<file path="config.mk">
export PLATFORM = sky130hd
export DESIGN_NAME = note_to_gamma_rgb_color_unit_flat
export DESIGN_NICKNAME = d
export VERILOG_FILES = /design/src/sv/ntg_pkg.sv /design/src/sv/ntg_if.sv /design/src/sv/ntg_cdiv.sv /design/src/sv/note_to_gamma_rgb_color_unit.sv /design/src/flat_wrapper.sv
export SDC_FILE = /design/constraint.sdc
export NUM_CORES = 2
export LEC_CHECK = 0
export ABC_AREA = 1
export BUFFER_PORTS_ARGS = -buffer_cell sky130_fd_sc_hd__buf_2
export CAP_MARGIN = 10
export CORE_MARGIN = 1
export CORE_UTILIZATION = 59
export CTS_CLUSTER_SIZE = 20
export DETAILED_ROUTE_END_ITERATION = 6
export GPL_ROUTABILITY_DRIVEN = 0
export HOLD_SLACK_MARGIN = 0.15
export PLACE_DENSITY = 0.82
export SLEW_MARGIN = 20
export SYNTH_ARGS = -nofsm -noshare
export SYNTH_HDL_FRONTEND = slang
export SYNTH_SLANG_ARGS = --single-unit
export TNS_END_PERCENT = 50
</file>
<file path="constraint.sdc">
create_clock -name clk -period 18.4 [get_ports clk]
set_input_delay 1.84 -clock clk [delete_from_list [all_inputs] [get_ports clk]]
set_output_delay 1.84 -clock clk [all_outputs]
set_load 0.005 [all_outputs]
</file>
<file path="src/sv/ntg_pkg.sv">
// Shared constants and tables of the note to gamma colour unit
package ntg_pkg;

    localparam int NOTE_W   = 10;
    localparam int BYTE_W   = 8;
    localparam int CFG_IDX_W = 1;

    localparam logic [CFG_IDX_W-1:0] REG_ROOT_OFFSET = 1'd0;
    localparam logic [CFG_IDX_W-1:0] REG_SATURATION  = 1'd1;

    localparam logic [15:0] SEG_MID_START = 16'd21845;
    localparam logic [15:0] SEG_TOP_START = 16'd43690;
    localparam logic [6:0]  SEG_LOW_SLOPE = 7'd43;
    localparam logic [6:0]  SEG_MID_SLOPE = 7'd85;
    localparam logic [6:0]  SEG_TOP_SLOPE = 7'd127;
    localparam logic [8:0]  SEG_LOW_BASE  = 9'd298;
    localparam logic [8:0]  SEG_MID_BASE  = 9'd255;
    localparam logic [8:0]  SEG_TOP_BASE  = 9'd170;

    localparam int HUE_SHIFT = 38;
    localparam longint unsigned HUE_RECIP_LM = ((64'd1 << HUE_SHIFT) + 64'd21844) / 64'd21845;
    localparam longint unsigned HUE_RECIP_T  = ((64'd1 << HUE_SHIFT) + 64'd21845) / 64'd21846;
    localparam logic [23:0] HUE_M_LM = 24'(HUE_RECIP_LM);
    localparam logic [23:0] HUE_M_T  = 24'(HUE_RECIP_T);

    localparam logic [1:0] SEG_LOW = 2'd0;
    localparam logic [1:0] SEG_MID = 2'd1;
    localparam logic [1:0] SEG_TOP = 2'd2;

    localparam logic [2:0] SEC_RG = 3'd0;
    localparam logic [2:0] SEC_GR = 3'd1;
    localparam logic [2:0] SEC_GB = 3'd2;
    localparam logic [2:0] SEC_BG = 3'd3;
    localparam logic [2:0] SEC_BR = 3'd4;
    localparam logic [2:0] SEC_RB = 3'd5;

    localparam logic [7:0] SEC_B1 = 8'd43;
    localparam logic [7:0] SEC_B2 = 8'd85;
    localparam logic [7:0] SEC_B3 = 8'd128;
    localparam logic [7:0] SEC_B4 = 8'd171;
    localparam logic [7:0] SEC_B5 = 8'd213;

    // ramp*255/43 as one multiply and shift
    localparam int          RAMP_SHIFT = 20;
    localparam logic [22:0] RAMP_M     = 23'd6218430;

    localparam logic [7:0] GAMMA_LUT [256] = '{
        8'd0, 8'd0, 8'd0, 8'd0, 8'd0, 8'd0, 8'd0, 8'd0,
        8'd0, 8'd0, 8'd0, 8'd0, 8'd0, 8'd0, 8'd0, 8'd1,
        8'd1, 8'd1, 8'd1, 8'd1, 8'd1, 8'd1, 8'd1, 8'd1,
        8'd1, 8'd2, 8'd2, 8'd2, 8'd2, 8'd2, 8'd2, 8'd2,
        8'd3, 8'd3, 8'd3, 8'd3, 8'd3, 8'd4, 8'd4, 8'd4,
        8'd4, 8'd5, 8'd5, 8'd5, 8'd5, 8'd6, 8'd6, 8'd6,
        8'd6, 8'd7, 8'd7, 8'd7, 8'd8, 8'd8, 8'd8, 8'd9,
        8'd9, 8'd9, 8'd10, 8'd10, 8'd11, 8'd11, 8'd11, 8'd12,
        8'd12, 8'd13, 8'd13, 8'd13, 8'd14, 8'd14, 8'd15, 8'd15,
        8'd16, 8'd16, 8'd17, 8'd17, 8'd18, 8'd18, 8'd19, 8'd19,
        8'd20, 8'd20, 8'd21, 8'd22, 8'd22, 8'd23, 8'd23, 8'd24,
        8'd25, 8'd25, 8'd26, 8'd26, 8'd27, 8'd28, 8'd28, 8'd29,
        8'd30, 8'd30, 8'd31, 8'd32, 8'd33, 8'd33, 8'd34, 8'd35,
        8'd35, 8'd36, 8'd37, 8'd38, 8'd39, 8'd39, 8'd40, 8'd41,
        8'd42, 8'd43, 8'd43, 8'd44, 8'd45, 8'd46, 8'd47, 8'd48,
        8'd49, 8'd49, 8'd50, 8'd51, 8'd52, 8'd53, 8'd54, 8'd55,
        8'd56, 8'd57, 8'd58, 8'd59, 8'd60, 8'd61, 8'd62, 8'd63,
        8'd64, 8'd65, 8'd66, 8'd67, 8'd68, 8'd69, 8'd70, 8'd71,
        8'd73, 8'd74, 8'd75, 8'd76, 8'd77, 8'd78, 8'd79, 8'd81,
        8'd82, 8'd83, 8'd84, 8'd85, 8'd87, 8'd88, 8'd89, 8'd90,
        8'd91, 8'd93, 8'd94, 8'd95, 8'd97, 8'd98, 8'd99, 8'd100,
        8'd102, 8'd103, 8'd105, 8'd106, 8'd107, 8'd109, 8'd110, 8'd111,
        8'd113, 8'd114, 8'd116, 8'd117, 8'd119, 8'd120, 8'd121, 8'd123,
        8'd124, 8'd126, 8'd127, 8'd129, 8'd130, 8'd132, 8'd133, 8'd135,
        8'd137, 8'd138, 8'd140, 8'd141, 8'd143, 8'd145, 8'd146, 8'd148,
        8'd149, 8'd151, 8'd153, 8'd154, 8'd156, 8'd158, 8'd159, 8'd161,
        8'd163, 8'd165, 8'd166, 8'd168, 8'd170, 8'd172, 8'd173, 8'd175,
        8'd177, 8'd179, 8'd181, 8'd182, 8'd184, 8'd186, 8'd188, 8'd190,
        8'd192, 8'd194, 8'd196, 8'd197, 8'd199, 8'd201, 8'd203, 8'd205,
        8'd207, 8'd209, 8'd211, 8'd213, 8'd215, 8'd217, 8'd219, 8'd221,
        8'd223, 8'd225, 8'd227, 8'd229, 8'd231, 8'd234, 8'd236, 8'd238,
        8'd240, 8'd242, 8'd244, 8'd246, 8'd248, 8'd251, 8'd253, 8'd255
    };

endpackage

</file>
<file path="src/sv/ntg_if.sv">
// Item channels of the colour unit: note items in, colour items out
interface ntg_note_if;
    logic                          valid;
    logic                          ready;
    logic [ntg_pkg::NOTE_W-1:0]    note;
    logic [ntg_pkg::BYTE_W-1:0]    brightness;

    modport source (output valid, output note, output brightness, input ready);
    modport sink (input valid, input note, input brightness, output ready);
endinterface

interface ntg_color_if;
    logic                          valid;
    logic                          ready;
    logic [ntg_pkg::BYTE_W-1:0]    green;
    logic [ntg_pkg::BYTE_W-1:0]    red;
    logic [ntg_pkg::BYTE_W-1:0]    blue;

    modport source (output valid, output green, output red, output blue, input ready);
    modport sink (input valid, input green, input red, input blue, output ready);
endinterface

</file>
<file path="src/sv/ntg_cdiv.sv">
// Three-stage divider by a constant: reciprocal multiply, then one correction step
module ntg_cdiv #(
    parameter int NUM_W = 16,
    parameter int DIV   = 3,
    parameter int TAG_W = 8
) (
    input  logic             clk,
    input  logic             rst_n,
    input  logic             in_valid,
    output logic             in_ready,
    input  logic [NUM_W-1:0] num,
    input  logic [TAG_W-1:0] tag_in,
    output logic             out_valid,
    input  logic             out_ready,
    output logic [NUM_W-1:0] quo,
    output logic [NUM_W-1:0] rem,
    output logic [TAG_W-1:0] tag_out
);

    localparam int LO_W   = NUM_W / 2;
    localparam int HI_W   = NUM_W - LO_W;
    localparam int PROD_W = 2 * NUM_W + 2;
    localparam int DIV_W  = $clog2(DIV + 1);
    localparam int BACK_W = NUM_W + DIV_W;
    localparam longint unsigned RECIP = (64'd1 << NUM_W) / DIV;
    localparam logic [NUM_W:0]   RECIP_M = (NUM_W + 1)'(RECIP);
    localparam logic [NUM_W-1:0] DIV_N   = NUM_W'(DIV);
    localparam logic [DIV_W-1:0] DIV_K   = DIV_W'(DIV);

    logic [2:0]            vld_reg;
    logic [2:0]            en;
    logic [LO_W+NUM_W:0]   lo_prod_reg;
    logic [HI_W+NUM_W:0]   hi_prod_reg;
    logic [NUM_W-1:0]      num_a_reg;
    logic [TAG_W-1:0]      tag_a_reg;
    logic [NUM_W-1:0]      quo_b_reg;
    logic [NUM_W-1:0]      num_b_reg;
    logic [TAG_W-1:0]      tag_b_reg;
    logic [NUM_W-1:0]      quo_reg;
    logic [NUM_W-1:0]      rem_reg;
    logic [TAG_W-1:0]      tag_reg;
    logic [PROD_W-1:0]     full_prod;
    logic [NUM_W-1:0]      quo_b_next;
    logic [BACK_W-1:0]     back_prod;
    logic [NUM_W-1:0]      rem_raw;
    logic [NUM_W-1:0]      quo_next;
    logic [NUM_W-1:0]      rem_next;

    assign en[2]    = !vld_reg[2] || out_ready;
    assign en[1]    = !vld_reg[1] || en[2];
    assign en[0]    = !vld_reg[0] || en[1];
    assign in_ready = en[0];

    assign full_prod  = (PROD_W'(hi_prod_reg) << LO_W) + PROD_W'(lo_prod_reg);
    assign quo_b_next = full_prod[NUM_W +: NUM_W];

    assign back_prod = BACK_W'(quo_b_reg) * BACK_W'(DIV_K);
    assign rem_raw   = num_b_reg - back_prod[NUM_W-1:0];

    always_comb
    begin
        quo_next = quo_b_reg;
        rem_next = rem_raw;
        if (rem_raw >= DIV_N)
        begin
            quo_next = quo_b_reg + NUM_W'(1);
            rem_next = rem_raw - DIV_N;
        end
    end

    always_ff @(posedge clk or negedge rst_n)
    begin
        if (!rst_n)
        begin
            vld_reg <= '0;
        end
        else
        begin
            if (en[0])
            begin
                vld_reg[0] <= in_valid;
            end
            if (en[1])
            begin
                vld_reg[1] <= vld_reg[0];
            end
            if (en[2])
            begin
                vld_reg[2] <= vld_reg[1];
            end
        end
    end

    always_ff @(posedge clk)
    begin
        if (en[0])
        begin
            lo_prod_reg <= (LO_W + NUM_W + 1)'(num[LO_W-1:0]) * (LO_W + NUM_W + 1)'(RECIP_M);
            hi_prod_reg <= (HI_W + NUM_W + 1)'(num[NUM_W-1:LO_W])
                           * (HI_W + NUM_W + 1)'(RECIP_M);
            num_a_reg   <= num;
            tag_a_reg   <= tag_in;
        end
        if (en[1])
        begin
            quo_b_reg <= quo_b_next;
            num_b_reg <= num_a_reg;
            tag_b_reg <= tag_a_reg;
        end
        if (en[2])
        begin
            quo_reg <= quo_next;
            rem_reg <= rem_next;
            tag_reg <= tag_b_reg;
        end
    end

    assign out_valid = vld_reg[2];
    assign quo       = quo_reg;
    assign rem       = rem_reg;
    assign tag_out   = tag_reg;

endmodule

</file>
<file path="src/sv/note_to_gamma_rgb_color_unit.sv">
// Top level of the note to gamma-corrected rainbow colour unit
//
//   channel  | direction | payload
//   ---------+-----------+---------------------------
//   notes    | in        | note[9:0], brightness[7:0]
//   colors   | out       | green, red, blue [7:0]
//   cfg      | in        | cfg_we, cfg_index, cfg_data
//
// One item per clock sustained while colors.ready stays high.
// Three constant dividers of three stages each, then seven stages for hue,
// sector ramp, saturation blend, brightness scale and gamma lookup.
// Reset clears all valid bits and loads root_offset 0, saturation 255.
// Each stage moves when its successor has room, so bubbles close up under a stall.
module note_to_gamma_rgb_color_unit #(
    parameter int NOTE_RANGE = 192
) (
    input  logic                             clk,
    input  logic                             rst_n,
    ntg_note_if.sink                         notes,
    ntg_color_if.source                      colors,
    input  logic                             cfg_we,
    input  logic [ntg_pkg::CFG_IDX_W-1:0]    cfg_index,
    input  logic [ntg_pkg::BYTE_W-1:0]       cfg_data
);

    localparam int P_W     = 8 + $clog2(NOTE_RANGE + 1);
    localparam int OFF_MAX = (255 * NOTE_RANGE) / 120;
    localparam int SUM_W   = $clog2(1024 + OFF_MAX);
    localparam int POS_W   = $clog2(NOTE_RANGE);
    localparam int Y_W     = POS_W + 16;
    localparam int NST     = 7;

    logic [7:0]        root_offset_reg;
    logic [7:0]        saturation_reg;

    logic [P_W-1:0]    off_prod;
    logic              d1_valid, d1_ready;
    logic [P_W-1:0]    d1_quo, d1_rem;
    logic [17:0]       d1_tag;
    logic [SUM_W-1:0]  note_sum;
    logic              d2_valid, d2_ready;
    logic [SUM_W-1:0]  d2_quo, d2_rem;
    logic [7:0]        d2_tag;
    logic [POS_W-1:0]  pos;
    logic [Y_W-1:0]    scaled_pos;
    logic              d3_valid;
    logic [Y_W-1:0]    d3_quo, d3_rem;
    logic [7:0]        d3_tag;
    logic [15:0]       r_val;

    logic [NST-1:0]    vld_reg;
    logic [NST-1:0]    en;

    logic [1:0]        seg_next;
    logic [21:0]       t_next;
    logic [1:0]        seg_t_reg, seg_m_reg;
    logic [21:0]       t_reg;
    logic [45:0]       hprod_reg;
    logic [8:0]        hue_base;
    logic [7:0]        hue_next, hue_reg;
    logic [2:0]        sec_next, sec_reg;
    logic [5:0]        x_next;
    logic [28:0]       ramp_prod;
    logic [7:0]        ramp_reg;
    logic [7:0]        bri_t_reg, bri_m_reg, bri_h_reg, bri_r_reg, bri_b_reg;
    logic [7:0]        lvl_g, lvl_r, lvl_b;
    logic [8:0]        sat_eff;
    logic [15:0]       sat_bias;
    logic [15:0]       bl_g, bl_r, bl_b;
    logic [7:0]        bl_g_reg, bl_r_reg, bl_b_reg;
    logic [15:0]       sc_g, sc_r, sc_b;
    logic [7:0]        sc_g_reg, sc_r_reg, sc_b_reg;
    logic [7:0]        green_reg, red_reg, blue_reg;

    always_ff @(posedge clk or negedge rst_n)
    begin
        if (!rst_n)
        begin
            root_offset_reg <= 8'd0;
            saturation_reg  <= 8'd255;
        end
        else if (cfg_we)
        begin
            unique case (cfg_index)
                ntg_pkg::REG_ROOT_OFFSET: root_offset_reg <= cfg_data;
                ntg_pkg::REG_SATURATION:  saturation_reg  <= cfg_data;
                default: ;
            endcase
        end
    end

    assign off_prod = P_W'(root_offset_reg) * P_W'(NOTE_RANGE);

    ntg_cdiv #(.NUM_W(P_W), .DIV(120), .TAG_W(18)) u_div_off (
        .clk       (clk),
        .rst_n     (rst_n),
        .in_valid  (notes.valid),
        .in_ready  (notes.ready),
        .num       (off_prod),
        .tag_in    ({notes.note, notes.brightness}),
        .out_valid (d1_valid),
        .out_ready (d1_ready),
        .quo       (d1_quo),
        .rem       (d1_rem),
        .tag_out   (d1_tag)
    );

    assign note_sum = SUM_W'(d1_tag[17:8]) + SUM_W'(d1_quo);

    ntg_cdiv #(.NUM_W(SUM_W), .DIV(NOTE_RANGE), .TAG_W(8)) u_div_range (
        .clk       (clk),
        .rst_n     (rst_n),
        .in_valid  (d1_valid),
        .in_ready  (d1_ready),
        .num       (note_sum),
        .tag_in    (d1_tag[7:0]),
        .out_valid (d2_valid),
        .out_ready (d2_ready),
        .quo       (d2_quo),
        .rem       (d2_rem),
        .tag_out   (d2_tag)
    );

    assign pos        = d2_rem[POS_W-1:0];
    assign scaled_pos = (Y_W'(pos) << 16) - Y_W'(pos);

    ntg_cdiv #(.NUM_W(Y_W), .DIV(NOTE_RANGE - 1), .TAG_W(8)) u_div_scale (
        .clk       (clk),
        .rst_n     (rst_n),
        .in_valid  (d2_valid),
        .in_ready  (d2_ready),
        .num       (scaled_pos),
        .tag_in    (d2_tag),
        .out_valid (d3_valid),
        .out_ready (en[0]),
        .quo       (d3_quo),
        .rem       (d3_rem),
        .tag_out   (d3_tag)
    );

    assign r_val = d3_quo[15:0];

    always_comb
    begin
        en[NST-1] = !vld_reg[NST-1] || colors.ready;
        for (int i = NST - 2; i >= 0; i--)
        begin
            en[i] = !vld_reg[i] || en[i+1];
        end
    end

    always_ff @(posedge clk or negedge rst_n)
    begin
        if (!rst_n)
        begin
            vld_reg <= '0;
        end
        else
        begin
            if (en[0])
            begin
                vld_reg[0] <= d3_valid;
            end
            for (int i = 1; i < NST; i++)
            begin
                if (en[i])
                begin
                    vld_reg[i] <= vld_reg[i-1];
                end
            end
        end
    end

    always_comb
    begin
        if (r_val < ntg_pkg::SEG_MID_START)
        begin
            seg_next = ntg_pkg::SEG_LOW;
            t_next   = 22'(r_val) * 22'(ntg_pkg::SEG_LOW_SLOPE);
        end
        else if (r_val < ntg_pkg::SEG_TOP_START)
        begin
            seg_next = ntg_pkg::SEG_MID;
            t_next   = 22'(r_val - ntg_pkg::SEG_MID_START) * 22'(ntg_pkg::SEG_MID_SLOPE);
        end
        else
        begin
            seg_next = ntg_pkg::SEG_TOP;
            t_next   = 22'(r_val - ntg_pkg::SEG_TOP_START) * 22'(ntg_pkg::SEG_TOP_SLOPE);
        end
    end

    always_comb
    begin
        unique case (seg_m_reg)
            ntg_pkg::SEG_LOW: hue_base = ntg_pkg::SEG_LOW_BASE;
            ntg_pkg::SEG_MID: hue_base = ntg_pkg::SEG_MID_BASE;
            default:          hue_base = ntg_pkg::SEG_TOP_BASE;
        endcase
        hue_next = 8'(hue_base - 9'(hprod_reg[ntg_pkg::HUE_SHIFT +: 8]));
    end

    always_comb
    begin
        if (hue_reg < ntg_pkg::SEC_B1)
        begin
            sec_next = ntg_pkg::SEC_RG;
            x_next   = 6'(hue_reg);
        end
        else if (hue_reg < ntg_pkg::SEC_B2)
        begin
            sec_next = ntg_pkg::SEC_GR;
            x_next   = 6'(hue_reg - ntg_pkg::SEC_B1);
        end
        else if (hue_reg < ntg_pkg::SEC_B3)
        begin
            sec_next = ntg_pkg::SEC_GB;
            x_next   = 6'(hue_reg - ntg_pkg::SEC_B2);
        end
        else if (hue_reg < ntg_pkg::SEC_B4)
        begin
            sec_next = ntg_pkg::SEC_BG;
            x_next   = 6'(hue_reg - ntg_pkg::SEC_B3);
        end
        else if (hue_reg < ntg_pkg::SEC_B5)
        begin
            sec_next = ntg_pkg::SEC_BR;
            x_next   = 6'(hue_reg - ntg_pkg::SEC_B4);
        end
        else
        begin
            sec_next = ntg_pkg::SEC_RB;
            x_next   = 6'(hue_reg - ntg_pkg::SEC_B5);
        end
    end

    assign ramp_prod = 29'(x_next) * 29'(ntg_pkg::RAMP_M);

    always_comb
    begin
        lvl_g = 8'd0;
        lvl_r = 8'd0;
        lvl_b = 8'd0;
        unique case (sec_reg)
            ntg_pkg::SEC_RG:
            begin
                lvl_r = 8'd255;
                lvl_g = ramp_reg;
            end
            ntg_pkg::SEC_GR:
            begin
                lvl_g = 8'd255;
                lvl_r = 8'd255 - ramp_reg;
            end
            ntg_pkg::SEC_GB:
            begin
                lvl_g = 8'd255;
                lvl_b = ramp_reg;
            end
            ntg_pkg::SEC_BG:
            begin
                lvl_b = 8'd255;
                lvl_g = 8'd255 - ramp_reg;
            end
            ntg_pkg::SEC_BR:
            begin
                lvl_b = 8'd255;
                lvl_r = ramp_reg;
            end
            default:
            begin
                lvl_r = 8'd255;
                lvl_b = 8'd255 - ramp_reg;
            end
        endcase
    end

    assign sat_eff  = (saturation_reg > 8'd128) ? 9'(saturation_reg) + 9'd1
                                                : 9'(saturation_reg);
    assign sat_bias = 16'd255 * (16'd256 - 16'(sat_eff));
    assign bl_g     = 16'(lvl_g) * 16'(sat_eff) + sat_bias;
    assign bl_r     = 16'(lvl_r) * 16'(sat_eff) + sat_bias;
    assign bl_b     = 16'(lvl_b) * 16'(sat_eff) + sat_bias;

    assign sc_g = 16'(bl_g_reg) * 16'(bri_b_reg);
    assign sc_r = 16'(bl_r_reg) * 16'(bri_b_reg);
    assign sc_b = 16'(bl_b_reg) * 16'(bri_b_reg);

    always_ff @(posedge clk)
    begin
        if (en[0])
        begin
            seg_t_reg <= seg_next;
            t_reg     <= t_next;
            bri_t_reg <= d3_tag;
        end
        if (en[1])
        begin
            seg_m_reg <= seg_t_reg;
            hprod_reg <= (seg_t_reg == ntg_pkg::SEG_TOP)
                         ? 46'(t_reg) * 46'(ntg_pkg::HUE_M_T)
                         : 46'(t_reg) * 46'(ntg_pkg::HUE_M_LM);
            bri_m_reg <= bri_t_reg;
        end
        if (en[2])
        begin
            hue_reg   <= hue_next;
            bri_h_reg <= bri_m_reg;
        end
        if (en[3])
        begin
            sec_reg   <= sec_next;
            ramp_reg  <= ramp_prod[ntg_pkg::RAMP_SHIFT +: 8];
            bri_r_reg <= bri_h_reg;
        end
        if (en[4])
        begin
            bl_g_reg  <= bl_g[15:8];
            bl_r_reg  <= bl_r[15:8];
            bl_b_reg  <= bl_b[15:8];
            bri_b_reg <= bri_r_reg;
        end
        if (en[5])
        begin
            sc_g_reg <= sc_g[15:8];
            sc_r_reg <= sc_r[15:8];
            sc_b_reg <= sc_b[15:8];
        end
        if (en[6])
        begin
            green_reg <= ntg_pkg::GAMMA_LUT[sc_g_reg];
            red_reg   <= ntg_pkg::GAMMA_LUT[sc_r_reg];
            blue_reg  <= ntg_pkg::GAMMA_LUT[sc_b_reg];
        end
    end

    assign colors.valid = vld_reg[NST-1];
    assign colors.green = green_reg;
    assign colors.red   = red_reg;
    assign colors.blue  = blue_reg;

endmodule

</file>
<file path="src/flat_wrapper.sv">
// flat-port wrapper written by rule: the top's interface ports become plain ports
module note_to_gamma_rgb_color_unit_flat 
#(
    parameter int NOTE_RANGE = 192
)
  (clk, rst_n, cfg_we, cfg_index, cfg_data, notes_valid, notes_note, notes_brightness, notes_ready, colors_valid, colors_green, colors_red, colors_blue, colors_ready);
  ntg_note_if notes_i ();
  ntg_color_if colors_i ();
  input  logic clk;
  input  logic rst_n;
  input  logic cfg_we;
  input  logic [ntg_pkg::CFG_IDX_W-1:0] cfg_index;
  input  logic [ntg_pkg::BYTE_W-1:0] cfg_data;
  input wire logic [$bits(notes_i.valid)-1:0] notes_valid;
  input wire logic [$bits(notes_i.note)-1:0] notes_note;
  input wire logic [$bits(notes_i.brightness)-1:0] notes_brightness;
  output wire logic [$bits(notes_i.ready)-1:0] notes_ready;
  output wire logic [$bits(colors_i.valid)-1:0] colors_valid;
  output wire logic [$bits(colors_i.green)-1:0] colors_green;
  output wire logic [$bits(colors_i.red)-1:0] colors_red;
  output wire logic [$bits(colors_i.blue)-1:0] colors_blue;
  input wire logic [$bits(colors_i.ready)-1:0] colors_ready;
  assign notes_i.valid = notes_valid;
  assign notes_i.note = notes_note;
  assign notes_i.brightness = notes_brightness;
  assign notes_ready = notes_i.ready;
  assign colors_valid = colors_i.valid;
  assign colors_green = colors_i.green;
  assign colors_red = colors_i.red;
  assign colors_blue = colors_i.blue;
  assign colors_i.ready = colors_ready;
  note_to_gamma_rgb_color_unit #(.NOTE_RANGE(NOTE_RANGE)) u_core (.clk(clk), .rst_n(rst_n), .notes(notes_i), .colors(colors_i), .cfg_we(cfg_we), .cfg_index(cfg_index), .cfg_data(cfg_data));
endmodule
</file>
==> results.toml <==
[sta]
period_minus_slack_ns = 10.87
setup_viol = 0
tns_ns = 0
finalClockSkew_ns = 0.0640
worstMarginPinSlew_ns = 1.09
worst_slack_ns = 7.53
relSlewSlack_pct = 26.7
fmax_ghz = 0.0920
timing.hold.ws_ns = 0.411
final_min_period_over_clock_period_pct = 59.1
hold_viol_final = 0
rsz0062_at_grt = "false"
slew_viol_final = 0

[clocking]
path_clk_slew_ns = 0.07
cts_resized = 0
clock_path_buffers = 3
cts_buffers = 54
cts-root-buf = "clkbuf_16"
tritoncts = "yes"
clk_latency_ns = 0.67
holdBufCountCts = 0
postCtsSetupRepairBufs = 0
ctsHtreeMaxLevel = 2
cts.sinks = 522

[critical_path]
reg2reg_from = "u_core.saturation_reg[0]$_DFFE_PN1P_"
r2r_setup_slack_ns = 7.53
cp.arrival_ns = 11.30
critPathRequiredTime_ns = 18.84
max_stage_delay_ns = 0.75
cp_common_cell = "inv_1"
worstPathMaxFanout = 25
worstSetupEndpointType = "flop"
start_kind = "flop"
r2r_end = "u_core.bl_r_reg[7]$_DFFE_PP_"
slowest_stage = "xor2_1"
worst-setup-path-type = "flop to flop"
reg2reg_depth = 40

[final_layout]
final_common_cell = "inv_1"
layout_common_cells = "inv_1 (1,887), nand2_1 (1,178), ha_1 (1,136)"
drive_gt1_share_pct = 3.41
largest_reg_flops = 27
post_layout_nonfiller_instances = 9858
n_fill_cell = 9640
ff_latch_area_um2 = 15500
syn2layout_area_growth_pct = 5.23
nNetsFinal = 10200
num_antenna_cells = 0
multiInputGateArea_um2 = 50300

[detailed_routing]
antenna_left = 0
dr.pass1.iters = 7
viasPerCell = 5.62
drc = 3
wl_per_cell_um = 17.1
vias = 55400
drt_iter0_drc = 5786
routed_wl_um = 169000

[place]
place_inst = 9757
dp_hpwl_um = 140000
pre_cts_ws_ns = 7.70
io_buffers = 57

[logic_synthesis]
synth_seq_cells = 522
syn_area_per_cell_um2 = 9.00
syn_nets = 10200
netlist-cell-type-count = 74
synth_flop_cell = "edfxtp_1"
syn_area_um2 = 73400
syn_inst = 8156
ys_seq_area_share_pct = 21.2
synthArstFlopShare_pct = 6.13
synth-edff-count = 490
yosysWarnings = 0

[die]
io_pins = 58
die_h_um = 355
placementRows = 129
coreArea_um2 = 123000
start_util_pct = 59.4
dieArea_um2 = 126000
die_width_um = 355

[min_path]
min_from = "u_core.bri_t_reg[2]$_DFFE_PP_"
hold_depth = 0
hold_end = "u_core.bri_m_reg[2]$_DFFE_PP_"
holdCritPathClass = "flop to flop"

[global_route]
grt_overflow = 0
antenna_found_initial = 1
grt_usage_pct = 27.2
grt_pass1_vias = 56900
grt_max_degree = 77
grt_pass1_wl_um = 280000

[flow_run]
cap_viol_max_count = 0

[run_status]
status = "finished with violations"
violations = "DRC"
[synth_stat cells (69+ instances only)]
cell | n | area share (%)
ha_1 | 1136 | 19
fa_1 | 879 | 24
a21oi_1 | 458 | 3.1
nand2_1 | 1178 | 6.0
o21ai_0 | 325 | 2.2
nor3_1 | 69 | 0.47
nand3_1 | 213 | 1.5
clkbuf_1 | 82 | 0.42
nor2_1 | 526 | 2.7
xnor2_1 | 104 | 1.2
xor2_1 | 249 | 3.0
edfxtp_1 | 490 | 20
inv_1 | 1888 | 9.7
[layer usage]
layer	global-route usage, %	up-vias	share of wire, %
met3	3.70	497	7.5
met4	9.53	2	3.9
li1	-	26000	-
met1	35.6	26500	41
met5	0	-	0.0077
met2	46.2	2409	48
[cells by family (layout without fill, tap and decap cells)]
kind of cell | Yosys count | count (layout) | synth area share [%]
flops | 522 | 522 | 21.2
buf+inv | 2016 | 2081 | 10.4
xor+xnor | 354 | 354 | 4.23
simple gates | 2170 | 2170 | 12.5
fa+ha+maj | 2015 | 2015 | 43.3
compound gates | 1079 | 1079 | 8.43
[stage by stage]
stage	utilization [%]	instance area, um2
after floorplan	-	73400
after CTS	62.6	77200
after global routing	62.6	77200
after global placement	61.1	75400
after detailed placement	61.1	75400
final	62.6	77200
[worst max path at each step]
stage	from	endpoint	slack (ns)
detailed placement	u_core.saturation_reg[0]$_DFFE_PN1P_	u_core.bl_r_reg[7]$_DFFE_PP_	7.70
floorplan	u_core.saturation_reg[0]$_DFFE_PN1P_	u_core.bl_r_reg[7]$_DFFE_PP_	9.67
finish	u_core.saturation_reg[0]$_DFFE_PN1P_	u_core.bl_r_reg[7]$_DFFE_PP_	7.53
CTS	u_core.saturation_reg[0]$_DFFE_PN1P_	u_core.bl_r_reg[7]$_DFFE_PP_	7.64
global route	u_core.saturation_reg[0]$_DFFE_PN1P_	u_core.bl_r_reg[7]$_DFFE_PP_	7.00
global placement	u_core.saturation_reg[0]$_DFFE_PN1P_	u_core.bl_r_reg[7]$_DFFE_PP_	7.87
[critical path, delay by kind of cell (launching register included)]
family	cells	cell delay [ns]
xor+xnor	3	1.64
simple gates	11	1.31
buf+inv	11	1.08
compound gates	4	1.14
fa+ha+maj	11	4.85
flops	1	0.59
[cell type report]
cell class | count | share of cell area, %
well taps | 1637 | 2.65
repair buffers | 75 | 0.544
clock inverters | 35 | 0.533
clock buffers | 66 | 1.85
multi-input cells | 5618 | 65.1
flip-flops and latches | 522 | 20.1
inverters | 1905 | 9.26
Power is not shown: default switching activity piles up to over one toggle a cycle in this logic, so the estimate is an artifact.
